`src/sv/pid_path_heading_control_core_assert.svh`:
```
// ----------------------------------------------------------------------------
// pid_path_heading_control_core_assert.svh
// Assertion macros for the path heading controller. Clock is clk, reset rst.
// ----------------------------------------------------------------------------
`ifndef PID_PATH_HEADING_CONTROL_CORE_ASSERT_SVH
`define PID_PATH_HEADING_CONTROL_CORE_ASSERT_SVH

// same-cycle implication
`define PIDHC_ASSERT_IMPL(name, ante, cons) \
  name: assert property (@(posedge clk) disable iff (rst) (ante) |-> (cons)) \
    else $error("pidhc: same-cycle check failed");

// next-cycle implication
`define PIDHC_ASSERT_NEXT(name, ante, cons) \
  name: assert property (@(posedge clk) disable iff (rst) (ante) |=> (cons)) \
    else $error("pidhc: next-cycle check failed");

`endif

```
`src/sv/pidhc_pkg.sv`:
```
// ----------------------------------------------------------------------------
// pidhc_pkg
// Shared widths, register indexes, angle constants and the CORDIC arctangent
// table for the path heading controller.
// ----------------------------------------------------------------------------
package pidhc_pkg;

  // CORDIC iterations, one cell each; at most 32 are used
  localparam int CORDIC_STEPS = 16;
  localparam int CORDIC_CELLS = (CORDIC_STEPS > 32) ? 32 : CORDIC_STEPS;
  localparam int STEP_W       = 5;

  // field and datapath widths
  localparam int COORD_W = 16;
  localparam int ERR_W   = 17;
  localparam int INTEG_W = 16;
  localparam int DIFF_W  = 18;
  localparam int GAIN_W  = 16;
  localparam int LIMIT_W = 15;
  localparam int PROD_W  = 35;   // 17 bit signed gain x 18 bit signed operand
  localparam int ACC_W   = 37;   // sum of four products
  localparam int VEC_W   = 40;   // CORDIC x/y with growth headroom
  localparam int ANG_W   = 24;   // octant angle, 2^-16 degree units
  localparam int HANG_W  = 25;   // full-circle angle, 2^-16 degree units
  localparam int HEAD_W  = 9;
  localparam int IN_W    = 96;
  localparam int OUT_W   = 16;
  localparam int IDX_W   = 3;

  // register indexes
  localparam logic [IDX_W-1:0] REG_GAIN_PREVIEW    = 3'd0;
  localparam logic [IDX_W-1:0] REG_GAIN_TARGET     = 3'd1;
  localparam logic [IDX_W-1:0] REG_GAIN_INTEGRAL   = 3'd2;
  localparam logic [IDX_W-1:0] REG_GAIN_DERIVATIVE = 3'd3;
  localparam logic [IDX_W-1:0] REG_INTEGRAL_LIMIT  = 3'd4;

  // angle constants
  localparam logic signed [ANG_W-1:0]  ANGLE_45  = ANG_W'(45 * 65536);
  localparam logic signed [HANG_W-1:0] ANGLE_90  = HANG_W'(90 * 65536);
  localparam logic signed [HANG_W-1:0] ANGLE_180 = HANG_W'(180 * 65536);

  typedef struct packed {
    logic [GAIN_W-1:0]  gain_preview;
    logic [GAIN_W-1:0]  gain_target;
    logic [GAIN_W-1:0]  gain_integral;
    logic [GAIN_W-1:0]  gain_derivative;
    logic [LIMIT_W-1:0] integral_limit;
  } cfg_t;

  // input word, first field in the highest bits
  typedef struct packed {
    logic signed [COORD_W-1:0] pos_y;
    logic signed [COORD_W-1:0] pos_x;
    logic signed [COORD_W-1:0] goal_y;
    logic signed [COORD_W-1:0] goal_x;
    logic signed [COORD_W-1:0] preview_y;
    logic signed [COORD_W-1:0] preview_x;
  } in_t;

  // octant fold flags carried down the cell chain
  typedef struct packed {
    logic zero;     // both components zero
    logic axis;     // small component zero
    logic diag;     // components equal
    logic swapped;  // |y| > |x|
    logic neg_x;
    logic neg_y;
  } side_t;

  typedef struct packed {
    side_t                   side;
    logic signed [ANG_W-1:0] z;
    logic signed [VEC_W-1:0] y;
    logic signed [VEC_W-1:0] x;
  } cordic_t;

  // atan(2^-k) in 2^-16 degree units
  function automatic logic signed [ANG_W-1:0] cordic_atan(input logic [STEP_W-1:0] k);
    logic signed [ANG_W-1:0] a;
    case (k)
      5'd0:    a = ANG_W'(2949120);
      5'd1:    a = ANG_W'(1740967);
      5'd2:    a = ANG_W'(919879);
      5'd3:    a = ANG_W'(466945);
      5'd4:    a = ANG_W'(234379);
      5'd5:    a = ANG_W'(117304);
      5'd6:    a = ANG_W'(58666);
      5'd7:    a = ANG_W'(29335);
      5'd8:    a = ANG_W'(14668);
      5'd9:    a = ANG_W'(7334);
      5'd10:   a = ANG_W'(3667);
      5'd11:   a = ANG_W'(1833);
      5'd12:   a = ANG_W'(917);
      5'd13:   a = ANG_W'(458);
      5'd14:   a = ANG_W'(229);
      5'd15:   a = ANG_W'(115);
      5'd16:   a = ANG_W'(57);
      5'd17:   a = ANG_W'(29);
      5'd18:   a = ANG_W'(14);
      5'd19:   a = ANG_W'(7);
      5'd20:   a = ANG_W'(4);
      5'd21:   a = ANG_W'(2);
      5'd22:   a = ANG_W'(1);
      default: a = '0;
    endcase
    return a;
  endfunction

endpackage

```
`src/sv/pidhc_front.sv`:
```
// ----------------------------------------------------------------------------
// pidhc_front
// Error terms, clamped integrals and derivative per axis, then the control
// vector from four multiply-accumulate passes on one multiplier per axis.
// ----------------------------------------------------------------------------
module pidhc_front
  import pidhc_pkg::*;
(
  input  logic                    clk,
  input  logic                    rst,
  input  logic                    start,
  input  in_t                     word_in,
  input  cfg_t                    cfg,
  output logic                    vec_valid,
  output logic signed [ACC_W-1:0] vec_x,
  output logic signed [ACC_W-1:0] vec_y
);

  // multiply pass codes
  localparam logic [1:0] PH_PREVIEW    = 2'd0;
  localparam logic [1:0] PH_TARGET     = 2'd1;
  localparam logic [1:0] PH_INTEGRAL   = 2'd2;
  localparam logic [1:0] PH_DERIVATIVE = 2'd3;

  // axis state
  logic signed [INTEG_W-1:0] integ_x, integ_y;
  logic signed [ERR_W-1:0]   prev_x, prev_y;

  // operands of the current word
  logic signed [ERR_W-1:0]   ep_x, ep_y, et_x, et_y;
  logic signed [DIFF_W-1:0]  d_x, d_y;

  // sequencer
  logic                      running;
  logic [1:0]                phase;
  logic                      prod_valid, prod_last;
  logic signed [PROD_W-1:0]  prod_x, prod_y;

  // combinational front terms
  logic signed [ERR_W-1:0]   ep_x_next, ep_y_next, et_x_next, et_y_next;
  logic signed [DIFF_W-1:0]  lim, sum_x, sum_y;
  logic signed [INTEG_W-1:0] integ_x_next, integ_y_next;

  // operand select and multiply
  logic [GAIN_W-1:0]         gain;
  logic signed [DIFF_W-1:0]  opd_x, opd_y;
  logic signed [PROD_W-1:0]  mul_x, mul_y;

  function automatic logic signed [INTEG_W-1:0] clamp_integ(
    input logic signed [DIFF_W-1:0] v,
    input logic signed [DIFF_W-1:0] l
  );
    logic signed [DIFF_W-1:0] r;
    if (v > l) begin
      r = l;
    end else if (v < -l) begin
      r = -l;
    end else begin
      r = v;
    end
    return r[INTEG_W-1:0];
  endfunction

  // errors and integral update
  always_comb begin
    ep_x_next = ERR_W'(word_in.preview_x) - ERR_W'(word_in.pos_x);
    ep_y_next = ERR_W'(word_in.preview_y) - ERR_W'(word_in.pos_y);
    et_x_next = ERR_W'(word_in.goal_x) - ERR_W'(word_in.pos_x);
    et_y_next = ERR_W'(word_in.goal_y) - ERR_W'(word_in.pos_y);
    lim       = {{(DIFF_W-LIMIT_W){1'b0}}, cfg.integral_limit};
    sum_x     = DIFF_W'(integ_x) + DIFF_W'(et_x_next);
    sum_y     = DIFF_W'(integ_y) + DIFF_W'(et_y_next);
    integ_x_next = clamp_integ(sum_x, lim);
    integ_y_next = clamp_integ(sum_y, lim);
  end

  // gain and operand for this pass
  always_comb begin
    gain  = cfg.gain_preview;
    opd_x = DIFF_W'(ep_x);
    opd_y = DIFF_W'(ep_y);
    case (phase)
      PH_PREVIEW: begin
        gain  = cfg.gain_preview;
        opd_x = DIFF_W'(ep_x);
        opd_y = DIFF_W'(ep_y);
      end
      PH_TARGET: begin
        gain  = cfg.gain_target;
        opd_x = DIFF_W'(et_x);
        opd_y = DIFF_W'(et_y);
      end
      PH_INTEGRAL: begin
        gain  = cfg.gain_integral;
        opd_x = DIFF_W'(integ_x);
        opd_y = DIFF_W'(integ_y);
      end
      PH_DERIVATIVE: begin
        gain  = cfg.gain_derivative;
        opd_x = d_x;
        opd_y = d_y;
      end
      default: begin
        gain  = cfg.gain_preview;
        opd_x = DIFF_W'(ep_x);
        opd_y = DIFF_W'(ep_y);
      end
    endcase
  end

  assign mul_x = $signed({1'b0, gain}) * opd_x;
  assign mul_y = $signed({1'b0, gain}) * opd_y;

  // axis state and sequencer control
  always_ff @(posedge clk) begin
    if (rst) begin
      integ_x    <= '0;
      integ_y    <= '0;
      prev_x     <= '0;
      prev_y     <= '0;
      running    <= 1'b0;
      phase      <= PH_PREVIEW;
      prod_valid <= 1'b0;
      prod_last  <= 1'b0;
      vec_valid  <= 1'b0;
    end else begin
      prod_valid <= 1'b0;
      prod_last  <= 1'b0;
      vec_valid  <= prod_valid && prod_last;
      if (start) begin
        integ_x <= integ_x_next;
        integ_y <= integ_y_next;
        prev_x  <= et_x_next;
        prev_y  <= et_y_next;
        running <= 1'b1;
        phase   <= PH_PREVIEW;
      end else if (running) begin
        prod_valid <= 1'b1;
        phase      <= phase + 2'd1;
        if (phase == PH_DERIVATIVE) begin
          prod_last <= 1'b1;
          running   <= 1'b0;
        end
      end
    end
  end

  // operands, products and accumulators
  always_ff @(posedge clk) begin
    if (start) begin
      ep_x  <= ep_x_next;
      ep_y  <= ep_y_next;
      et_x  <= et_x_next;
      et_y  <= et_y_next;
      d_x   <= DIFF_W'(et_x_next) - DIFF_W'(prev_x);
      d_y   <= DIFF_W'(et_y_next) - DIFF_W'(prev_y);
      vec_x <= '0;
      vec_y <= '0;
    end else if (prod_valid) begin
      vec_x <= vec_x + {{(ACC_W-PROD_W){prod_x[PROD_W-1]}}, prod_x};
      vec_y <= vec_y + {{(ACC_W-PROD_W){prod_y[PROD_W-1]}}, prod_y};
    end
    prod_x <= mul_x;
    prod_y <= mul_y;
  end

endmodule
```
`config.mk`:
```
export PLATFORM = sky130hd
export DESIGN_NAME = pidhc_front
export DESIGN_NICKNAME = d
export VERILOG_FILES = /design/src/sv/pid_path_heading_control_core_assert.svh /design/src/sv/pidhc_pkg.sv /design/src/sv/pidhc_front.sv
export SDC_FILE = /design/constraint.sdc
export NUM_CORES = 2
export LEC_CHECK = 0
export BUFFER_PORTS_ARGS = -buffer_cell sky130_fd_sc_hd__buf_2
export CAP_MARGIN = 20
export CELL_PAD_IN_SITES_DETAIL_PLACEMENT = 2
export CELL_PAD_IN_SITES_GLOBAL_PLACEMENT = 2
export CORE_UTILIZATION = 40
export DETAILED_ROUTE_END_ITERATION = 10
export GPL_TIMING_DRIVEN = 0
export PLACE_DENSITY = 0.81
export REMOVE_ABC_BUFFERS = 1
export SKIP_LAST_GASP = 1
export SLEW_MARGIN = 10
export SYNTH_ARGS = -nofsm -noshare
export SYNTH_HDL_FRONTEND = slang
export SYNTH_SLANG_ARGS = --single-unit
```
`constraint.sdc`:
```
create_clock -name clk -period 9.6 [get_ports clk]
set_clock_uncertainty 0.2 [all_clocks]
set_input_delay 0.48 -clock clk [delete_from_list [all_inputs] [get_ports clk]]
set_output_delay 0.48 -clock clk [all_outputs]
set_load 0.02 [all_outputs]
```
# Word level (Yosys, flattened, before mapping)
# Cells that the tools add are included.
# Widths: inputs -> output; s select.
[totals]
out_inout_bits = 75
regBits = 320
wordCells = 57
inputBits = 178
[classes]
bitwise_logic = 1
magnitude_cmp = 4
reduce_logical = 4
muxes = 12
n_mul = 2
n_eq_ne = 3
n_addsub = 12
[op_table]
columns = ["operator", "count"]
rows = [
  ["$pmux 18 s4", 2],
  ["$add 37x37->37", 2],
  ["$mul 17x18->35", 2],
  ["$sub 16x16->17", 4],
  ["$mux 16", 4],
  ["$pmux 16 s4", 1],
  ["$add 16x17->18", 2],
  ["$gt 18x16->1", 2],
  ["$lt 18x18->1", 2],
  ["$sub 17x17->18", 2],
  ["$neg 15->18", 1],
  ["$mux 1", 5],
  ["$eq 2x2->1 const B", 2],
  ["$reduce_or 3->1", 1],
  ["$add 2x1->2 const B", 1],
  ["$eq 2x1->1 const B", 1],
  ["$logic_not 2->1", 1],
  ["$reduce_or 2->1", 1],
  ["$logic_and 1x1->1", 1],
  ["$not 1->1", 1],
]

# Depth between registers and ports, before layout
[logic_depth]
depth_word = 5
depth_mapped = 32
ltp_nobuf = 31

# Least setup slack after synthesis
# No wires, ideal clock.
[synth_path]
path_kind = "reg2reg"
start = "register phase[0]"
end = "register prod_y[33]"
path_stages_with_launch = 31
period_less_slack_ps = 7665
slack_ps = 1935
path_buffers = 3
t_required_ps = 9269
t_arrival_ps = 7335
setup_time_ps = 131
cell_sequence = "dfxtp_1 -> inv_1 -> ha_1 -> inv_2 -> clkbuf_1 -> clkbuf_1 -> nand2_1 -> o21ai_1 -> clkbuf_1 -> nor2_1 -> fa_1 -> inv_1 -> fa_1 -> fa_1 -> inv_1 -> fa_1 -> fa_1 -> inv_1 -> fa_1 -> inv_1 -> ha_1 -> a21o_1 -> a21o_1 -> a21oi_1 -> a21oi_1 -> a31oi_1 -> o21ai_0 -> a221o_1 -> o211ai_1 -> o31ai_1 -> xor2_1"
[synth_via]
elab_chain_len = 3
word_cells_on_any_way = 7
cone_classes = "mul (1); eq/ne (3); mux (2); reduce/logical (1)"
[synth_lines]
columns = ["item", "line_no", "text"]
rows = [
  ["start, declared", "pidhc_front.sv:35", "logic [1:0] phase;"],
  ["start signal, assigned", "pidhc_front.sv:139", "phase <= phase + 2'd1;"],
  ["$eq 2x2->1 (tied with other cells)", "pidhc_front.sv:82", "case (phase)"],
  ["$pmux 16 s4 or $pmux 18 s4 (tied branches)", "pidhc_front.sv:82", ""],
  ["$mul 17x18->35 *", "pidhc_front.sv:112", "assign mul_y = $signed({1'b0, gain}) * opd_y;"],
  ["named net mul_y[33]", "pidhc_front.sv:47", "logic signed [PROD_W-1:0] mul_x, mul_y;"],
  ["end signal, assigned", "pidhc_front.sv:164", "prod_y <= mul_y;"],
  ["end, declared", "pidhc_front.sv:37", "logic signed [PROD_W-1:0] prod_x, prod_y;"],
]
# Mark *: on every way through the listed nets, which the timed path passes. The rest lies on a longest branch.
# A chain may end at the register's enable or synchronous reset.

# Worst setup path after layout
[layout_path]
start = "register phase[0]"
end = "register prod_x[34]"
[layout_via]
elab_chain_len = 3
word_cells_on_any_way = 7
cone_classes = "mul (1); eq/ne (3); mux (2); reduce/logical (1)"
[layout_lines]
columns = ["item", "line_no", "text"]
rows = [
  ["$eq 2x2->1 (tied with other cells)", "pidhc_front.sv:82", ""],
  ["$pmux 16 s4 or $pmux 18 s4 (tied branches)", "pidhc_front.sv:82", ""],
  ["$mul 17x18->35 *", "pidhc_front.sv:111", "assign mul_x = $signed({1'b0, gain}) * opd_x;"],
  ["named net mul_x[34]", "pidhc_front.sv:47", ""],
  ["end signal, assigned", "pidhc_front.sv:163", "prod_x <= mul_x;"],
  ["end, declared", "pidhc_front.sv:37", ""],
]
# Marked as above.

==> impl_metrics.toml <==
[routing]
via_count = 37500
wire_per_inst_um = 24.2
dr.pass1.iters = 8
ant_nets = 0
via_per_inst = 5.54
post-route-drc-count = 0
drt_iter0_markers = 2032
routed_wl_mm = 164

[timing]
setup_viol = 0
slew_viol_final = 0
layout_min_cycle_time_ns = 9.40
tns_ns = 0
slew-limit-headroom = 0.180
fin_hold_ws_ns = 0.0425
finalCritPeriodShare = 0.979
tightest_slew_ns = 1.20
rsz0062_at_grt = "true"
fmax_mhz = 106
hold_viol_final = 0

[worst_setup_path]
crit_top_cell = "fa_1"
crit_arrival_ns = 9.70
worst_ep_required_time_ns = 9.91
crit_slowest_cell = "mux2i_2"
critPathMaxFanout = 65
critPathKind = "reg -> reg"
cp-end-kind = "flop"
critPathLaunchType = "flop"
max_stage_delay_ns = 0.95
ff2ff_path_depth = 26
r2r-start = "phase[0]"
reg2reg_slack_ns = 0.20
r2r_end = "prod_x[34]"

[synth]
synth_edf_count = 104
syn_area_um2 = 44300
ys_seq_area_frac = 0.168
synth_flop_cell = "dfxtp_1"
syn_area_per_cell_um2 = 8.74
synth_cells = 5063
yosys_warnings = 0
ys_types = 92
ys_async_sr_fraction = 0
synth-seq-cells = 320

[clock_network]
htree_levels = 2
clk_latency_ns = 0.64
clock-sinks = 320
cts.clk_slew.worst_paths_ns = 0.06
cts_tree = "done"
cts_inserted_buffers = 43
clock_path_buffers = 3
cts_root_buffer = "clkbuf_16"

[finish]
nNetsFinal = 6489
area.growth.synth_to_final_pct = 11.3
drive_gt1_frac = 0.0874
fin_util = 0.451
fin_area_um2 = 49300

[floorplanning]
dieArea_um2 = 112000
die_w_um = 335
io_pins = 253
die_h_um = 335
initial_core_util = 0.405
fp-row-count = 121
core-area_um2 = 109000

[placed_design]
place.gp.congestion = 0.858
dpl.hpwl_mm = 132
portBuffers = 252
dpl_cell_area_um2 = 47600

[global_routing]
antenna_found_initial = 6
grt_max_degree = 85
grtUsageTotal = 0.293
grt_pass1_wl_mm = 253
grt_pass1_vias = 43700
overflow = 0

[min_path]
hold_depth = 3
worstHoldStart = "cfg[13]"
hold_class = "in -> reg"
holdPathEnd = "integ_x[13]"

[flow_run]
cap_violations = 0

[status]
outcome = "completed"
[timing repair]
action	CTS	global route
gates resized for setup	0	6
hold buffers	3	0
setup buffers	0	7
setup endpoints to repair	0	9
hold endpoints to repair	4	0
[sequential cells by signal, indices dropped and copies added (netlist names), 2 cells and up]
register  count
et_x         17
integ_y      16
d_y          18
ep_x         17
vec_x        37
prod_y       35
prev_y       17
d_x          18
vec_y        37
phase         2
prev_x       17
et_y         17
ep_y         17
prod_x       35
integ_x      16
[cells by family (layout without fill, tap and decap cells)]
group,Yosys count,after routing,synth area share
AND/OR/NAND/NOR,1423,1423,0.138
buffers and inverters,1091,1325,0.0930
adder cells (fa/ha/maj),1047,1047,0.397
AO/OA/AOI/OAI,804,804,0.124
flip-flops,320,320,0.168
XOR/XNOR,224,224,0.0443
multiplexers,154,154,0.0360
other,0,3,0
[Yosys cell counts (25+ instances only)]
library cell,instances,area share
a211oi_1,28,0.0047
a21o_1,94,0.016
a21oi_1,205,0.023
a22oi_1,40,0.0068
and3_1,25,0.0035
clkbuf_1,113,0.0096
dfxtp_1,216,0.098
edfxtp_1,104,0.071
fa_1,596,0.27
ha_1,451,0.13
inv_1,950,0.081
mux2_2,40,0.010
mux2i_1,114,0.026
nand2_1,580,0.049
nand2b_1,33,0.0047
nand3_1,71,0.0080
nor2_1,498,0.042
nor2b_1,42,0.0059
nor3_1,62,0.0070
o21a_1,45,0.0076
o21ai_0,135,0.015
o21bai_1,26,0.0044
or3_1,25,0.0035
xnor2_1,161,0.032
xor2_1,63,0.012
[worst max path at each step]
stage                  start         end  slack, ns  cells after the start
floorplan           phase[0]  prod_y[33]       0.57                     27
global placement    phase[0]  prod_x[34]      -3.81                     25
detailed placement  phase[0]  prod_x[34]       0.23                     25
CTS                 phase[0]  prod_x[34]       0.17                     25
global route        phase[1]  prod_x[34]      -0.06                     26
finish              phase[0]  prod_x[34]       0.20                     26
[cell usage in the layout, fill, tap and decap left out, types with 13 or more instances in the layout]
master and n:
nand4_1 21, a31oi_1 15, o211ai_1 17, a22oi_1 40, o21a_1 45, o21ai_0 133, buf_2 251, clkbuf_16 43
and3_1 25, inv_1 949, xor2_1 63, and2_1 17, a21o_1 94, edfxtp_1 104, ha_1 448, mux2i_1 105
dfxtp_1 215, nor2_1 495, nand3_1 71, a22o_1 23, fa_1 596, o21bai_1 26, a21boi_0 13, nand2b_1 33
a21oi_1 201, o31ai_1 16, o311ai_0 15, nand2_1 580, nor3_1 62, mux2_2 37, or3_1 25, nor2b_1 41
xnor2_1 161, a211oi_1 28
[routing by layer]
metal,vias to the layer above,wire length [um],track usage
met4,4,5890,0.106
li1,16800,-,-
met5,-,23,0
met3,291,6580,0.0343
met1,19500,67900,0.355
met2,888,83300,0.531
[per-stage QoR]
stage	cells	worst slack [ns]
CTS	6759	0.174
global route	6776	-0.0611
detailed placement	6678	0.233
floorplan	4924	0.566
finish	6776	0.205
global placement	6652	-3.81
[final cells by class]
class / instances / area [um2]
Antenna cell: 3 / 7.51
Clock buffer: 61 / 1200
Clock inverter: 17 / 209
Fill cell: 12100 / 60100
Inverter: 952 / 3580
Multi-Input combinational cell: 3652 / 33000
Sequential cell: 320 / 7450
Tap cell: 1476 / 1850
Timing Repair Buffer: 295 / 1980
[critical path: cells and delay by family, from the launching register on]
family / cells / cell delay (ns)
adders and majority gates: 8 / 3.83
AOI/OAI and AO/OA: 5 / 1.38
buffers and inverters: 7 / 1.09
and+or+nand+nor: 4 / 1.01
muxes: 1 / 0.95
DFF: 1 / 0.46
xor gates and xnor gates: 1 / 0.14
Power is not shown: default switching activity piles up to over one toggle a cycle in this logic, so the estimate is an artifact.
